File: src/hdl/encoder_rpm_slew_odometer_defines.svh
// ----------------------------------------------------------------------------
// Encoder rpm slew odometer assertion macros
// Shared concurrent property forms used at the end of the top level.
// ----------------------------------------------------------------------------
`ifndef ENCODER_RPM_SLEW_ODOMETER_DEFINES_SVH
`define ENCODER_RPM_SLEW_ODOMETER_DEFINES_SVH

// Same-cycle implication, disabled while reset is asserted.
`define ERSO_ASSERT_NOW(label, clk, rst_n, ante, cons, msg) \
	label: assert property (@(posedge clk) disable iff (!rst_n) (ante) |-> (cons)) \
		else $error(msg);

// Next-cycle implication, disabled while reset is asserted.
`define ERSO_ASSERT_NEXT(label, clk, rst_n, ante, cons, msg) \
	label: assert property (@(posedge clk) disable iff (!rst_n) (ante) |=> (cons)) \
		else $error(msg);

`endif

File: src/hdl/erso_pkg.sv
// ----------------------------------------------------------------------------
// Encoder rpm slew odometer package
// Field widths, register map codes, reset values and default constants.
// ----------------------------------------------------------------------------
package erso_pkg;

	localparam int CNT_W    = 16;
	localparam int POS_W    = 10;
	localparam int RPC_W    = 10;
	localparam int RPM_W    = 16;
	localparam int SPEED_W  = 10;
	localparam int PERIOD_W = 8;
	localparam int DIST_W   = 16;

	localparam int ADDR_W = 5;
	localparam int DATA_W = 32;

	localparam int SPEED_DIVISOR_DEF      = 33;
	localparam int UNITS_PER_TENTH_KM_DEF = 36000;

	localparam logic [2:0] REG_RPM_PER_COUNT = 3'd0;
	localparam logic [2:0] REG_MAX_POSITION  = 3'd1;
	localparam logic [2:0] REG_SLEW_STEP     = 3'd2;
	localparam logic [2:0] REG_SPEED_MAX     = 3'd3;
	localparam logic [2:0] REG_REPORT_PERIOD = 3'd4;

	localparam logic [RPC_W-1:0]    RST_RPM_PER_COUNT = 10'd100;
	localparam logic [POS_W-1:0]    RST_MAX_POSITION  = 10'd100;
	localparam logic [RPM_W-1:0]    RST_SLEW_STEP     = 16'd50;
	localparam logic [SPEED_W-1:0]  RST_SPEED_MAX     = 10'd300;
	localparam logic [PERIOD_W-1:0] RST_REPORT_PERIOD = 8'd10;

	typedef struct packed {
		logic [RPC_W-1:0]    rpm_per_count;
		logic [POS_W-1:0]    max_position;
		logic [RPM_W-1:0]    slew_step;
		logic [SPEED_W-1:0]  speed_max;
		logic [PERIOD_W-1:0] report_period;
	} cfg_t;

endpackage

File: src/hdl/encoder_rpm_slew_odometer.sv
// ----------------------------------------------------------------------------
// Encoder rpm slew odometer
// Turns quadrature counter ticks into slew-limited rpm, speed and trip distance.
// ----------------------------------------------------------------------------
// Usage:
//   Each request on the input channel (in_valid/in_ready, counter_value) is
//   one tick carrying the free-running 16-bit encoder counter. Each tick
//   yields exactly one result on the output channel (out_valid/out_ready):
//   rpm_out, road_speed, trip_tenths and the trip_due flag.
//   One request is taken every cycle unless the output stalls. The four stages
//   before the result register are: position and target multiply, slew,
//   reciprocal multiply for rpm / SPEED_DIVISOR, then clamp and odometer. Each
//   stage owns the state it updates, so consecutive ticks never wait. When the
//   receiver stalls, each stage holds its request only while the stage after
//   it is full; bubbles still fill, so in_ready drops only once every stage and
//   the result register are occupied. Reset (arst_n low) empties the pipeline,
//   zeroes position, rpm, trip and tick state and loads the register defaults.
//   Configuration goes through the APB port (registers at 0x0..0x10) and is to
//   be written by the user only while idle; the block does not enforce it.
// ----------------------------------------------------------------------------
`include "encoder_rpm_slew_odometer_defines.svh"

module encoder_rpm_slew_odometer #(
	parameter int SPEED_DIVISOR      = erso_pkg::SPEED_DIVISOR_DEF,
	parameter int UNITS_PER_TENTH_KM = erso_pkg::UNITS_PER_TENTH_KM_DEF
) (
	input  logic                          clk,
	input  logic                          arst_n,
	// APB configuration port
	input  logic                          psel,
	input  logic                          penable,
	input  logic                          pwrite,
	input  logic [erso_pkg::ADDR_W-1:0]   paddr,
	input  logic [erso_pkg::DATA_W-1:0]   pwdata,
	output logic [erso_pkg::DATA_W-1:0]   prdata,
	output logic                          pready,
	// tick input
	input  logic                          in_valid,
	output logic                          in_ready,
	input  logic [erso_pkg::CNT_W-1:0]    counter_value,
	// result output
	output logic                          out_valid,
	input  logic                          out_ready,
	output logic [erso_pkg::RPM_W-1:0]    rpm_out,
	output logic [erso_pkg::SPEED_W-1:0]  road_speed,
	output logic [erso_pkg::DIST_W-1:0]   trip_tenths,
	output logic                          trip_due
);

	import erso_pkg::*;

	// rpm / SPEED_DIVISOR as a multiply by a rounded-up reciprocal; exact for
	// every 16-bit rpm with this shift.
	localparam int DIV_SHIFT = RPM_W + $clog2(SPEED_DIVISOR);
	localparam int PROD_W    = DIV_SHIFT + RPM_W;
	localparam longint unsigned DIV_MULT =
		((64'd1 << DIV_SHIFT) + longint'(SPEED_DIVISOR) - 64'd1) / longint'(SPEED_DIVISOR);
	localparam logic [PROD_W-1:0] DIV_MULT_V = PROD_W'(DIV_MULT);
	localparam logic [DIST_W:0]   UNITS_V    = (DIST_W + 1)'(UNITS_PER_TENTH_KM);

	// ------------------------------------------------------------------
	// Configuration registers
	// ------------------------------------------------------------------
	cfg_t       cfg_q;
	logic       cfg_wr;
	logic [2:0] cfg_idx;

	assign pready  = 1'b1;
	assign cfg_wr  = psel && penable && pwrite && pready;
	assign cfg_idx = paddr[4:2];

	always_ff @(posedge clk or negedge arst_n) begin
		if (!arst_n) begin
			cfg_q.rpm_per_count <= RST_RPM_PER_COUNT;
			cfg_q.max_position  <= RST_MAX_POSITION;
			cfg_q.slew_step     <= RST_SLEW_STEP;
			cfg_q.speed_max     <= RST_SPEED_MAX;
			cfg_q.report_period <= RST_REPORT_PERIOD;
		end else if (cfg_wr) begin
			case (cfg_idx)
				REG_RPM_PER_COUNT: cfg_q.rpm_per_count <= pwdata[RPC_W-1:0];
				REG_MAX_POSITION:  cfg_q.max_position  <= pwdata[POS_W-1:0];
				REG_SLEW_STEP:     cfg_q.slew_step     <= pwdata[RPM_W-1:0];
				REG_SPEED_MAX:     cfg_q.speed_max     <= pwdata[SPEED_W-1:0];
				REG_REPORT_PERIOD: cfg_q.report_period <= pwdata[PERIOD_W-1:0];
				default: ;
			endcase
		end
	end

	// Read back; unmapped addresses read as zero.
	always_comb begin
		case (cfg_idx)
			REG_RPM_PER_COUNT: prdata = DATA_W'(cfg_q.rpm_per_count);
			REG_MAX_POSITION:  prdata = DATA_W'(cfg_q.max_position);
			REG_SLEW_STEP:     prdata = DATA_W'(cfg_q.slew_step);
			REG_SPEED_MAX:     prdata = DATA_W'(cfg_q.speed_max);
			REG_REPORT_PERIOD: prdata = DATA_W'(cfg_q.report_period);
			default:           prdata = '0;
		endcase
	end

	// ------------------------------------------------------------------
	// Pipeline flow control: a stage takes a new request when it is empty
	// or its request is leaving in the same cycle.
	// ------------------------------------------------------------------
	logic valid_s1, valid_s2, valid_s3, valid_s4, out_valid_q;
	logic ready_s2, ready_s3, ready_s4, ready_out;
	logic move_s1, move_s2, move_s3, move_s4;

	assign ready_out = !out_valid_q || out_ready;
	assign ready_s4  = !valid_s4 || ready_out;
	assign ready_s3  = !valid_s3 || ready_s4;
	assign ready_s2  = !valid_s2 || ready_s3;
	assign in_ready  = !valid_s1 || ready_s2;

	assign move_s1 = valid_s1 && ready_s2;
	assign move_s2 = valid_s2 && ready_s3;
	assign move_s3 = valid_s3 && ready_s4;
	assign move_s4 = valid_s4 && ready_out;

	always_ff @(posedge clk or negedge arst_n) begin
		if (!arst_n) begin
			valid_s1    <= 1'b0;
			valid_s2    <= 1'b0;
			valid_s3    <= 1'b0;
			valid_s4    <= 1'b0;
			out_valid_q <= 1'b0;
		end else begin
			if (in_ready) valid_s1 <= in_valid;
			if (ready_s2) valid_s2 <= valid_s1;
			if (ready_s3) valid_s3 <= valid_s2;
			if (ready_s4) valid_s4 <= valid_s3;
			if (ready_out) out_valid_q <= valid_s4;
		end
	end

	// ------------------------------------------------------------------
	// Stage 1: input register, position update and target rpm
	// ------------------------------------------------------------------
	logic [CNT_W-1:0]   counter_s1;
	logic [CNT_W-1:0]   prev_count_q;
	logic [POS_W-1:0]   position_q;
	logic [RPM_W-1:0]   target_q;
	logic [CNT_W-1:0]   delta;
	logic signed [CNT_W+1:0] pos_sum;
	logic [POS_W-1:0]   pos_next;
	logic [POS_W+RPC_W-1:0] target_prod;
	logic [RPM_W-1:0]   target_next;

	always_ff @(posedge clk) begin
		if (in_valid && in_ready) begin
			counter_s1 <= counter_value;
		end
	end

	assign delta   = counter_s1 - prev_count_q;
	// Signed wrapped difference added to the unsigned position.
	assign pos_sum = $signed({2'b00, CNT_W'(position_q)}) + $signed({{2{delta[CNT_W-1]}}, delta});

	always_comb begin
		if (pos_sum < 0) begin
			pos_next = '0;
		end else if (pos_sum > $signed({2'b00, CNT_W'(cfg_q.max_position)})) begin
			pos_next = cfg_q.max_position;
		end else begin
			pos_next = pos_sum[POS_W-1:0];
		end
	end

	assign target_prod = pos_next * cfg_q.rpm_per_count;
	assign target_next = (target_prod > (POS_W+RPC_W)'({RPM_W{1'b1}})) ?
		{RPM_W{1'b1}} : target_prod[RPM_W-1:0];

	// Hold position and target while the counter has not moved.
	always_ff @(posedge clk or negedge arst_n) begin
		if (!arst_n) begin
			prev_count_q <= '0;
			position_q   <= '0;
			target_q     <= '0;
		end else if (move_s1 && (delta != '0)) begin
			prev_count_q <= counter_s1;
			position_q   <= pos_next;
			target_q     <= target_next;
		end
	end

	// ------------------------------------------------------------------
	// Stage 2: slew present rpm toward the target
	// ------------------------------------------------------------------
	logic [RPM_W-1:0] present_rpm_q;
	logic [RPM_W:0]   rpm_up;
	logic [RPM_W-1:0] rpm_gap;
	logic [RPM_W-1:0] rpm_next;

	assign rpm_up  = {1'b0, present_rpm_q} + {1'b0, cfg_q.slew_step};
	assign rpm_gap = present_rpm_q - target_q;

	always_comb begin
		if (present_rpm_q < target_q) begin
			rpm_next = (rpm_up > {1'b0, target_q}) ? target_q : rpm_up[RPM_W-1:0];
		end else if (present_rpm_q > target_q) begin
			rpm_next = (cfg_q.slew_step >= rpm_gap) ? target_q :
				present_rpm_q - cfg_q.slew_step;
		end else begin
			rpm_next = present_rpm_q;
		end
	end

	always_ff @(posedge clk or negedge arst_n) begin
		if (!arst_n) begin
			present_rpm_q <= '0;
		end else if (move_s2) begin
			present_rpm_q <= rpm_next;
		end
	end

	// ------------------------------------------------------------------
	// Stage 3: reciprocal multiply; present_rpm_q belongs to the request in
	// this stage until it leaves.
	// ------------------------------------------------------------------
	logic [PROD_W-1:0] speed_prod_s4;
	logic [RPM_W-1:0]  rpm_s4;

	always_ff @(posedge clk) begin
		if (move_s3) begin
			speed_prod_s4 <= PROD_W'(present_rpm_q) * DIV_MULT_V;
			rpm_s4        <= present_rpm_q;
		end
	end

	// ------------------------------------------------------------------
	// Stage 4: speed clamp, odometer and report tick
	// ------------------------------------------------------------------
	logic [RPM_W-1:0]    speed_quot;
	logic [SPEED_W-1:0]  speed_next;
	logic [DIST_W-1:0]   remainder_q;
	logic [DIST_W-1:0]   tenths_q;
	logic [PERIOD_W-1:0] tick_q;
	logic [DIST_W:0]     dist_sum;
	logic                dist_carry;
	logic [PERIOD_W-1:0] tick_inc;
	logic                due_next;

	assign speed_quot = speed_prod_s4[DIV_SHIFT +: RPM_W];
	assign speed_next = (speed_quot > RPM_W'(cfg_q.speed_max)) ?
		cfg_q.speed_max : speed_quot[SPEED_W-1:0];

	assign dist_sum   = {1'b0, remainder_q} + (DIST_W + 1)'(speed_next);
	assign dist_carry = (dist_sum >= UNITS_V);

	assign tick_inc = tick_q + PERIOD_W'(1);
	assign due_next = (tick_inc >= cfg_q.report_period);

	always_ff @(posedge clk or negedge arst_n) begin
		if (!arst_n) begin
			remainder_q <= '0;
			tenths_q    <= '0;
			tick_q      <= '0;
		end else if (move_s4) begin
			if (dist_carry) begin
				remainder_q <= DIST_W'(dist_sum - UNITS_V);
				tenths_q    <= tenths_q + DIST_W'(1);
			end else begin
				remainder_q <= dist_sum[DIST_W-1:0];
			end
			tick_q <= due_next ? '0 : tick_inc;
		end
	end

	// Result register: carry tenths including this request's carry.
	logic [RPM_W-1:0]   rpm_out_q;
	logic [SPEED_W-1:0] speed_q;
	logic [DIST_W-1:0]  trip_q;
	logic               due_q;

	always_ff @(posedge clk) begin
		if (move_s4) begin
			rpm_out_q <= rpm_s4;
			speed_q   <= speed_next;
			trip_q    <= dist_carry ? tenths_q + DIST_W'(1) : tenths_q;
			due_q     <= due_next;
		end
	end

	assign out_valid   = out_valid_q;
	assign rpm_out     = rpm_out_q;
	assign road_speed  = speed_q;
	assign trip_tenths = trip_q;
	assign trip_due    = due_q;

	// ------------------------------------------------------------------
	// Assertions
	// ------------------------------------------------------------------
	`ERSO_ASSERT_NEXT(a_target_hold, clk, arst_n,
		move_s1 && (counter_s1 == prev_count_q),
		$stable(target_q) && $stable(position_q),
		"target or position moved on an unchanged counter")

	`ERSO_ASSERT_NEXT(a_slew_bound, clk, arst_n,
		move_s2,
		((present_rpm_q >= $past(present_rpm_q)) ?
			(present_rpm_q - $past(present_rpm_q)) :
			($past(present_rpm_q) - present_rpm_q)) <= $past(cfg_q.slew_step),
		"present rpm moved by more than the slew step")

	`ERSO_ASSERT_NOW(a_remainder_range, clk, arst_n,
		1'b1,
		(DIST_W + 1)'(remainder_q) < UNITS_V,
		"distance remainder reached a full tenth")

endmodule

File: config.mk
export PLATFORM = sky130hd
export DESIGN_NAME = encoder_rpm_slew_odometer
export DESIGN_NICKNAME = d
export VERILOG_FILES = /design/src/hdl/erso_pkg.sv /design/src/hdl/encoder_rpm_slew_odometer.sv
export VERILOG_INCLUDE_DIRS = /design/src /design/src/hdl
export SDC_FILE = /design/constraint.sdc
export NUM_CORES = 1
export LEC_CHECK = 0
export BUFFER_PORTS_ARGS = -buffer_cell sky130_fd_sc_hd__buf_2
export CELL_PAD_IN_SITES_DETAIL_PLACEMENT = 0
export CELL_PAD_IN_SITES_GLOBAL_PLACEMENT = 2
export CORE_UTILIZATION = 44
export DETAILED_ROUTE_END_ITERATION = 8
export PLACE_DENSITY_LB_ADDON = 0.1
export SETUP_SLACK_MARGIN = 0.15
export SYNTH_ARGS = -nofsm -noshare
export SYNTH_HDL_FRONTEND = slang
export SYNTH_SLANG_ARGS = --single-unit
File: constraint.sdc
create_clock -name clk -period 30.9 [get_ports clk]
set_input_delay 3.09 -clock clk [delete_from_list [all_inputs] [get_ports clk]]
set_output_delay 3.09 -clock clk [all_outputs]
set_load 0.03 [all_outputs]
# After elaboration in Yosys (flattened, before gate mapping)
# Cells that the tools add are included.
word_totals:
  output_inout_bits: 78
  elab_cells: 88
  in_bits: 60
  regBits: 265
classes:
  eq_ne: 4
  add_sub_neg: 9
  mux: 12
  multipliers: 2
  n_lt_le_gt_ge: 10
  reduce_logical: 27
op_table:
  columns: ["operator", "n"]
  rows:
  - ["$mux 16", 7]
  - ["$pmux 16 s5", 1]
  - ["$sub 16x16->16", 3]
  - ["$mul 16x17->33 const B", 1]
  - ["$mux 10", 3]
  - ["$gt 20x16->1 const B", 1]
  - ["$mul 10x10->20", 1]
  - ["$add 11x16->17", 1]
  - ["$add 16x10->17", 1]
  - ["$add 16x16->17", 1]
  - ["$ge 17x16->1 const B", 1]
  - ["$gt 17x11->1", 1]
  - ["$gt 17x16->1", 1]
  - ["$lt 17x1->1 const B", 1]
  - ["$add 16x1->16 const B", 1]
  - ["$ge 16x16->1", 1]
  - ["$gt 16x16->1", 1]
  - ["$lt 16x16->1", 1]
  - ["$reduce_bool 16->1", 1]
  - ["$sub 16x16->16 const B", 1]
  - ["$reduce_and 2->1", 6]
  - ["$gt 11x10->1", 1]
  - ["$add 8x1->8 const B", 1]
  - ["$ge 8x8->1", 1]
  - ["other kinds (9)", 25]

# Depth between registers and ports, before layout
# Gate-level depths: netlist (run 1).
logic_depth:
  word_depth: 8
  mapped_depth: 46
  ltp_nobuf: 43

# Worst setup path before layout (run 1)
# No wires, ideal clock.
synth_path:
  path_kind: "reg-to-reg"
  start: "register counter_s1[1]"
  end: "register target_q[10]"
  path_slack_ps: 21156
  path_buffers: 3
  setup_ps: 146
  stages_incl_launch_ff: 40
  arrival_time_ps: 9599
  required_ps: 30754
  cell_sequence: "edfxtp_1 ha_1 nor2b_1 o21ai_0 or3b_2 and2_1 ha_1 o21ai_0 nand2b_1 a31oi_1 o21ai_0 xor2_1 ha_1 nand4_1 o41ai_1 a21boi_0 o2111ai_4 buf_6 [... 4 more ...] inv_1 fa_1 ha_1 fa_1 inv_1 fa_1 inv_1 ha_1 a2111oi_0 o21bai_1 a31oi_1 o31ai_1 a2111o_1 a31oi_1 xor2_1 nor3_1 clkbuf_1 a22oi_1"
synth_via:
  elab_chain_len: 8
  elab_cells_between_ends: 11
  classes_between: "2 x add/sub; 1 x mul; 3 x order compare; 3 x mux; 2 x reduce/logical"
synth_lines:
  columns: ["item", "line", "text"]
  rows:
  - ["start, declared", "encoder_rpm_slew_odometer.sv:141", "logic [CNT_W-1:0] counter_s1;"]
  - ["start signal, assigned", "encoder_rpm_slew_odometer.sv:153", "counter_s1 <= counter_value;"]
  - ["$sub 16x16->16 (*)", "encoder_rpm_slew_odometer.sv:157", "assign delta = counter_s1 - prev_count_q;"]
  - ["$add 11x16->17", "encoder_rpm_slew_odometer.sv:159", "assign pos_sum = $signed({2'b00, CNT_W'(position_q)}) + $signed({{2{delta[CNT_W-1]}}, delta});"]
  - ["$gt 17x11->1", "encoder_rpm_slew_odometer.sv:164", "end else if (pos_sum > $signed({2'b00, CNT_W'(cfg_q.max_position)})) begin"]
  - ["$mux 10", "encoder_rpm_slew_odometer.sv:164", null]
  - ["$mux 10", "encoder_rpm_slew_odometer.sv:162", "if (pos_sum < 0) begin"]
  - ["$mul 10x10->20", "encoder_rpm_slew_odometer.sv:171", "assign target_prod = pos_next * cfg_q.rpm_per_count;"]
  - ["$gt 20x16->1", "encoder_rpm_slew_odometer.sv:172", "assign target_next = (target_prod > (POS_W+RPC_W)'({RPM_W{1'b1}})) ?"]
  - ["$mux 16", "encoder_rpm_slew_odometer.sv:172", null]
  - ["end signal, assigned", "encoder_rpm_slew_odometer.sv:184", "target_q <= target_next;"]
  - ["end, declared", "encoder_rpm_slew_odometer.sv:144", "logic [RPM_W-1:0] target_q;"]
# Mark *: on every way between the ends. The rest lies on a longest branch, timed or not.
# A chain may end at the register's enable or synchronous reset.

# Worst setup path after layout (run 1)
layout_path:
  start: "register counter_s1[1]"
  end: "register target_q[15]"
# Same word-level chain as after synthesis.

==> reports/results.ini, run 1 <==
[final_layout]
largest_reg_flops = 54
area_delta_synth_final_pct = 10.0
layout-drive-gt1-share_pct = 10.6
fillers = 5031
regMostFlops = cfg_q
nets = 3048
num_antenna_cells = 0

[die]
die_w_um = 232
io_pins = 138
core_mm2 = 0.0524
dieArea_mm2 = 0.0539
fp.dieH_um = 232
start_util_pct = 44.5
rows = 84

[synth]
syn_avg_cell_area_um2 = 9.69
synth_edf_count = 86
syn_inst = 2406
ys_seq_elements = 243
ys.flop_type = dfrtp_1
synth-seq-area-share_pct = 28.0
yosysWarningCount = 0
synthArstFlopShare_pct = 64.6
mappedNetlistArea_mm2 = 0.0233
synth_cell_type_count = 87

[placed_design]
dp_slack_ps = 19480
dp_hpwl_mm = 47.9
gp_congestion = 0.877
numPortBuffers = 102

[setup_path]
cp.required_ps = 31400
reg2reg_depth = 37
reg2reg_slack_ps = 19510
start_kind = register
slowest_delay_ps = 1030
cpMaxStageDelayCell = mux2i_1
cp-end-kind = register
crit_top_cell = ha_1
path_class = reg2reg
cp_max_fo = 16
r2r-end = target_q[15]$_DFFE_PN0P_
arrival_ps = 11890
reg2reg_from = counter_s1[1]$_DFFE_PP_

[clock_network]
clock-root-buffer = clkbuf_16
clock-sinks = 243
cts.htree.levels = 1
post-cts-setup-buffer-count = 0
clock_latency_ps = 600
clk_pin_slew_ps = 60
cts.path.max_buffers = 3
cts_resized = 0
hold_buffers = 0
cts_made_buffers = 31
cts_tree = done

[route]
first_pass_iters = 5
postRouteAntennaNets = 0
dr_total_vias = 17300
drc = 0
drt-total-wl_mm = 60.3
drt_iter0_drc = 820
vias_per_cell = 5.38
avgRoutedWirePerCell_um = 18.7

[sta]
setup_viol = 0
rsz0062_at_grt = false
setup_tns_ps = 0
slew_viol_final = 0
finClkSkew_ps = 20.5
min_period_ps = 11390
max_freq_ghz = 0.0878
tightestPinTransition_ps = 1210
setup_slack_ps = 19510
max-slew-margin-rel_pct = 17.1
timing.final.crit_share_pct = 36.9
finalHoldViolations = 0

[outcome]
status = finished clean

[min_path]
holdPathStages = 0
min_to = rpm_out[3]$_DFFE_PP_
hold_path_class = reg2reg
min_from = rpm_s4[3]$_DFFE_PP_

[global_routing]
grt-ovfl-total = 0
antenna_found_initial = 0
grt_pass1_vias = 17400
grt_max_degree = 91
grt_usage_pct = 23.0
grt_pass1_wl_mm = 97.2

[job]
cap_violations = 0

[placed cells by master, fill, tap and decap left out, drive strengths merged, types with 38 or more instances in the layout]
cell type / Yosys / routed
nand3: 38 / 38
o21a: 41 / 41
nand2b: 41 / 41
inv: 299 / 302
fa: 150 / 150
buf: 36 / 132
xnor2: 85 / 85
a21oi: 76 / 76
nor2: 185 / 185
o21ai: 115 / 115
mux2: 48 / 48
clkbuf: 43 / 40
ha: 331 / 331
nand2: 188 / 188
nor3: 45 / 45
dfrtp: 142 / 142
a21o: 46 / 46
edfxtp: 86 / 86
[worst max path at each step]
| stage | cells after the start | slack, ps | startpoint | endpoint |
|---|---|---|---|---|
| after floorplan | 39 | 21160 | counter_s1[1]$_DFFE_PP_ | target_q[10]$_DFFE_PN0P_ |
| after global placement | 37 | 19610 | counter_s1[1]$_DFFE_PP_ | target_q[15]$_DFFE_PN0P_ |
| after detailed placement | 37 | 19480 | counter_s1[1]$_DFFE_PP_ | target_q[15]$_DFFE_PN0P_ |
| after CTS | 37 | 19360 | counter_s1[1]$_DFFE_PP_ | target_q[15]$_DFFE_PN0P_ |
| after global routing | 37 | 18540 | counter_s1[1]$_DFFE_PP_ | target_q[15]$_DFFE_PN0P_ |
| final | 37 | 19510 | counter_s1[1]$_DFFE_PP_ | target_q[15]$_DFFE_PN0P_ |
[critical path, delay by kind of cell (launching register included)]
kind	cells	cell delay (ps)
xor gates and xnor gates	2	390
adders and majority gates	9	3420
muxes	1	1030
and+or+nand+nor	4	580
DFF	1	430
buffers and inverters	5	520
AOI/OAI and AO/OA	16	4900
[cell type report]
type,instances,area [µm²],share of cell area (%)
sequential,243,6530,25.5
multi-input combinational,1800,15300,59.8
inverter,299,1120,4.38
clock inverter,18,243,0.946
clock buffer,40,810,3.16
tap,688,861,3.36
timing repair buffer,132,742,2.89
[logic make-up (layout without fill, tap and decap cells)]
logic type / after synthesis / count (layout) / synth area share, %
AOI/OAI and AO/OA: 473 / 473 / 13.8
buffers and inverters: 378 / 489 / 6.49
adders and majority gates: 481 / 481 / 30.6
xor gates and xnor gates: 121 / 121 / 4.60
other: 2 / 17 / 0.0322
DFF: 243 / 243 / 28.0
and+or+nand+nor: 626 / 626 / 12.6
muxes: 82 / 82 / 3.92
[layer usage]
metal / up-vias / wire, µm / global-route usage [%]
met1: 8417 / 28800 / 32.1
li1: 8530 / - / -
met3: 72 / 2180 / 2.70
met5: - / 0 / 0
met2: 310 / 27900 / 38.0
met4: 0 / 1380 / 5.10
[synthesized netlist by cell type (all sizes together) (15+ instances only)]
master	instances	share of area, %
a21o	46	1.5
a21oi	76	1.6
a22oi	16	0.52
a31oi	16	0.43
and3	15	0.40
buf	36	0.98
clkbuf	43	0.69
dfrtp	142	15
dfstp	15	1.7
edfxtp	86	11
fa	150	13
ha	331	18
inv	299	4.8
mux2	48	2.3
mux2i	32	1.4
nand2	188	3.0
nand2b	41	1.1
nand3	38	0.82
nand4	22	0.62
nor2	185	3.0
nor2b	23	0.62
nor3	45	0.99
o211ai	15	0.48
o21a	41	1.3
o21ai	115	2.5
o22ai	17	0.46
o31ai	25	0.83
or2	15	0.40
xnor2	85	3.2
xor2	35	1.3
[per-stage QoR]
stage	utilization [%]	std cells	cell area [µm²]	hold WS, ps
2_1_floorplan	-	2421	23400	400
3_3_place_gp	46.9	3162	24600	401
3_5_place_dp	46.9	3162	24600	405
4_1_cts	48.9	3220	25700	419
5_1_grt	48.9	3220	25700	427
6_report	48.9	3220	25700	419
Power of run 1 is left out: the tool's default activity adds up to more than one toggle a clock period on the data nets, which glitch-free logic cannot reach.
==> run 2: changes to the inputs <==
--- a/config.mk
+++ b/config.mk
@@ -9,7 +9,7 @@
 export BUFFER_PORTS_ARGS = -buffer_cell sky130_fd_sc_hd__buf_2
 export CELL_PAD_IN_SITES_DETAIL_PLACEMENT = 0
 export CELL_PAD_IN_SITES_GLOBAL_PLACEMENT = 2
-export CORE_UTILIZATION = 44
+export CORE_UTILIZATION = 37
 export DETAILED_ROUTE_END_ITERATION = 8
 export PLACE_DENSITY_LB_ADDON = 0.1
 export SETUP_SLACK_MARGIN = 0.15
==> constraint.sdc (replaced) <==
create_clock -name clk -period 10.2 [get_ports clk]
set_input_delay 1.02 -clock clk [delete_from_list [all_inputs] [get_ports clk]]
set_output_delay 1.02 -clock clk [all_outputs]
set_load 0.03 [all_outputs]
==> reports/results.ini, run 2 (synthesis gave the netlist of run 1 again) <==
[final_layout]
final_common_cell = ha_1
layout-drive-gt1-share_pct = 14.7
largest_reg_flops = 54
final_util_pct = 43.0
final_cell_mix = 321 x ha_1, 290 x inv_1, 187 x nand2_1, 185 x nor2_1, 147 x fa_1
stdcell_area_mm2 = 0.0266
fillers = 6122
nets = 3101
seq_area_mm2 = 0.00653
num_antenna_cells = 0
area_delta_synth_final_pct = 14.2
regMostFlops = cfg_q
multi_input_area_mm2 = 0.0157
layout.cells.non_filler = 3421

[die]
io_pins = 138
start_util_pct = 37.6
rows = 91
dieArea_mm2 = 0.0640
core_mm2 = 0.0619
fp.dieH_um = 253
die_w_um = 253

[route]
postRouteAntennaNets = 0
drt-total-wl_mm = 63.7
drt_iter0_drc = 802
first_pass_iters = 4
dr_total_vias = 17400
avgRoutedWirePerCell_um = 18.6
vias_per_cell = 5.07
drc = 0

[clock_network]
clock-sinks = 243
cts_made_buffers = 30
clock_latency_ps = 610
cts_tree = done
cts.htree.levels = 1
clk_pin_slew_ps = 60
cts.path.max_buffers = 3
clock-root-buffer = clkbuf_16
hold_buffers = 0

[min_path]
hold_path_class = reg2reg
holdPathStages = 0

[sta]
slew_viol_final = 0
rsz0062_at_grt = true
max-slew-margin-rel_pct = 23.8
tightestPinTransition_ps = 1140
setup_viol = 0
finClkSkew_ps = 22.6
max_freq_ghz = 0.103
timing.final.crit_share_pct = 95.0
min_period_ps = 9690
finalHoldViolations = 0

[global_routing]
grt_pass1_wl_mm = 101
grt-ovfl-total = 0
grt_pass1_vias = 17600
grt_max_degree = 92
grt_usage_pct = 20.2
antenna_found_initial = 2

[setup_path]
reg2reg_depth = 43
path_class = reg2reg
cpMaxStageDelayCell = fa_1
slowest_delay_ps = 550
cp_max_fo = 8
arrival_ps = 10190
start_kind = register
cp.required_ps = 10700
cp-end-kind = register

[outcome]
status = finished clean

[placed_design]
gp_congestion = 0.885
post-place-cells = 3339
post_dp_cell_area_mm2 = 0.0250
numPortBuffers = 102
dp_hpwl_mm = 50.7

[job]
cap_violations = 0

## run 2: cell types whose count changed in the layout (fill, tap and decap cells not counted), sizes merged
cell / previous run / this run
clkinv: 7 / 9
inv: 302 / 300
bufinv: 5 / 1
clkbuf: 40 / 46
buf: 132 / 185
clkinvlp: 3 / 0
## run 2: timing repair
action                                  CTS  global route
setup buffers                             6            19
endpoints found under the hold margin     0             0
cloned                                    0             1
endpoints found under the setup margin   16            16
pin swaps                                 5            48
gates resized for setup                   7            72
## run 2: worst paths after layout
check	startpoint	to	slack, ps
worst max register to register	counter_s1[1]$_DFFE_PP_	target_q[15]$_DFFE_PN0P_	510
worst min-delay path	rpm_s4[1]$_DFFE_PP_	rpm_out[1]$_DFFE_PP_	420
max in group asynchronous	arst_n	present_rpm_q[14]$_DFFE_PN0P_	8180
worst max-delay path	counter_s1[1]$_DFFE_PP_	target_q[15]$_DFFE_PN0P_	510
min in group asynchronous	arst_n	prev_count_q[14]$_DFFE_PN0P_	470
worst min register to register	rpm_s4[1]$_DFFE_PP_	rpm_out[1]$_DFFE_PP_	420
## run 2: metrics by stage
| step | setup TNS (ps) | setup WS (ps) | hold slack, ps |
|---|---|---|---|
| after CTS | 0 | 160 | 419 |
| final | 0 | 513 | 417 |
| after global routing | -307 | -29.2 | 420 |
| after global placement | 0 | 12.2 | 401 |
| after detailed placement | -6.59 | -6.59 | 406 |
| after floorplan | 0 | 456 | 400 |
## run 2: area by class of cell
class                   count  area share, %
multi-input cells        1800           59.0
clock inverters            11          0.446
clock buffers              45           3.33
repair buffers            186           4.55
inverters                 299           4.21
well taps                 837           3.93
flip-flops and latches    243           24.5
## run 2: worst max-delay path: cells and delay by family (launching register included)
kind / cells / cell delay [ps]
adders and majority gates: 9 / 3520
DFF: 1 / 430
buffers and inverters: 10 / 1270
xor gates and xnor gates: 2 / 440
muxes: 1 / 150
and+or+nand+nor: 3 / 490
AOI/OAI and AO/OA: 18 / 3240
## run 2: per-layer routing
layer,global-route usage (%),routed length [µm]
met3,2.27,1870
met4,4.26,1370
met1,28.8,31100
met2,32.9,29300
met5,0,31
Power of run 2 is left out for the same reason.
==> run 3: changes to the inputs <==
--- a/config.mk
+++ b/config.mk
@@ -12,6 +12,7 @@
 export CORE_UTILIZATION = 37
 export DETAILED_ROUTE_END_ITERATION = 8
 export PLACE_DENSITY_LB_ADDON = 0.1
+export RECOVER_POWER = 100
 export SETUP_SLACK_MARGIN = 0.15
 export SYNTH_ARGS = -nofsm -noshare
 export SYNTH_HDL_FRONTEND = slang
==> reports/results.ini, run 3 (synthesis gave the netlist of run 1 again) <==
[clock_network]
clock-root-buffer = clkbuf_16
cts.path.max_buffers = 3
cts.htree.levels = 1
cts_made_buffers = 30
clock_latency_ps = 610
clk_pin_slew_ps = 60
clock-sinks = 243
cts_tree = done
hold_buffers = 0

[die]
io_pins = 138
dieArea_mm2 = 0.0640
die_w_um = 253
start_util_pct = 37.6
core_mm2 = 0.0619
fp.dieH_um = 253
rows = 91

[min_path]
hold_path_class = reg2reg
min_from = rpm_s4[1]$_DFFE_PP_
min_to = rpm_out[1]$_DFFE_PP_
holdPathStages = 0

[final_layout]
final_util_pct = 42.7
final_common_cell = ha_1
regMostFlops = cfg_q
largest_reg_flops = 54
nets = 3101
area_delta_synth_final_pct = 13.4
layout-drive-gt1-share_pct = 10.9
final_cell_mix = 321 x ha_1, 291 x inv_1, 187 x nand2_1, 185 x nor2_1, 147 x fa_1
num_antenna_cells = 0

[global_routing]
grt_pass1_wl_mm = 101
antenna_found_initial = 2
grt_max_degree = 92
grt-ovfl-total = 0
grt_pass1_vias = 17600
grt_usage_pct = 20.2

[placed_design]
gp_congestion = 0.885
dp_hpwl_mm = 50.7
dp_slack_ps = -6.59
numPortBuffers = 102

[route]
dr_total_vias = 17400
vias_per_cell = 5.08
drt-total-wl_mm = 63.7
first_pass_iters = 6
drt_iter0_drc = 776
drc = 0
avgRoutedWirePerCell_um = 18.6
postRouteAntennaNets = 0

[setup_path]
cp-end-kind = register
reg2reg_from = counter_s1[1]$_DFFE_PP_
reg2reg_slack_ps = 510
cpMaxStageDelayCell = fa_1
arrival_ps = 10190
cp.required_ps = 10710
reg2reg_depth = 43
cp_top_family = adder cells
crit_buf_inv = 10
slowest_delay_ps = 550
r2r-end = target_q[15]$_DFFE_PN0P_
path_class = reg2reg
cp.depth = 43
cp_max_fo = 8
start_kind = register

[sta]
finClkSkew_ps = 21.7
finalHoldViolations = 0
tightestPinTransition_ps = 5260
max_freq_ghz = 0.103
fin_worst_hold_slack_ps = 417
min_period_ps = 9690
max-slew-margin-rel_pct = -251
slew_viol_final = 227
setup_slack_ps = 513
setup_viol = 0
timing.final.crit_share_pct = 95.0
rsz0062_at_grt = true

[outcome]
status = complete, but fails checks
failed_checks = capacitance limit, slew limit

[job]
cap_violations = 4

[run 3: changes by cell type in the layout (fill, tap and decap cells not counted), moves of 4 or more]
| cell | previous run | this run |
|---|---|---|
| clkbuf_1 | 7 | 93 |
| buf_2 | 101 | 38 |
| buf_4 | 75 | 53 |
| mux2_1 | 0 | 10 |
| mux2_2 | 47 | 37 |
| o21ai_0 | 101 | 105 |
| o21ai_1 | 12 | 8 |
[run 3: cell type report]
| class | instances | area, µm² |
|---|---|---|
| fillers | 6182 | 35500 |
| clock inverters | 11 | 119 |
| multi-input cells | 1800 | 15700 |
| well taps | 837 | 1050 |
| flip-flops and latches | 243 | 6530 |
| inverters | 299 | 1120 |
| repair buffers | 186 | 1040 |
| clock buffers | 45 | 887 |
[run 3: repair_timing]
action	in CTS	in global routing
resized for setup	7	72
hold endpoints to repair	0	0
cloned	0	1
endpoints found under the setup margin	16	16
pin swaps	5	48
setup buffers	6	19
[run 3: through the flow]
step	TNS (ps)	cells	cell area, µm²
floorplan	0	2421	23400
global placement	0	3339	25000
detailed placement	-6.59	3339	25000
CTS	0	3401	26100
global route	-451	3421	26400
finish	0	3421	26400
[run 3: worst max path at each step]
| stage | from | endpoint |
|---|---|---|
| floorplan | counter_s1[1]$_DFFE_PP_ | target_q[10]$_DFFE_PN0P_ |
| CTS | counter_s1[1]$_DFFE_PP_ | target_q[15]$_DFFE_PN0P_ |
| detailed placement | counter_s1[1]$_DFFE_PP_ | target_q[0]$_DFFE_PN0P_ |
| global route | counter_s1[1]$_DFFE_PP_ | target_q[0]$_DFFE_PN0P_ |
| global placement | counter_s1[1]$_DFFE_PP_ | target_q[0]$_DFFE_PN0P_ |
| finish | counter_s1[1]$_DFFE_PP_ | target_q[15]$_DFFE_PN0P_ |
[run 3: routing by layer]
metal	global-route usage, %	vias to the layer above	wire length, µm
met3	2.27	78	1920
met4	4.26	4	1260
met5	0	-	31
li1	-	8627	-
met2	32.9	244	29400
met1	28.8	8417	31100
Power of run 3 is left out for the same reason.
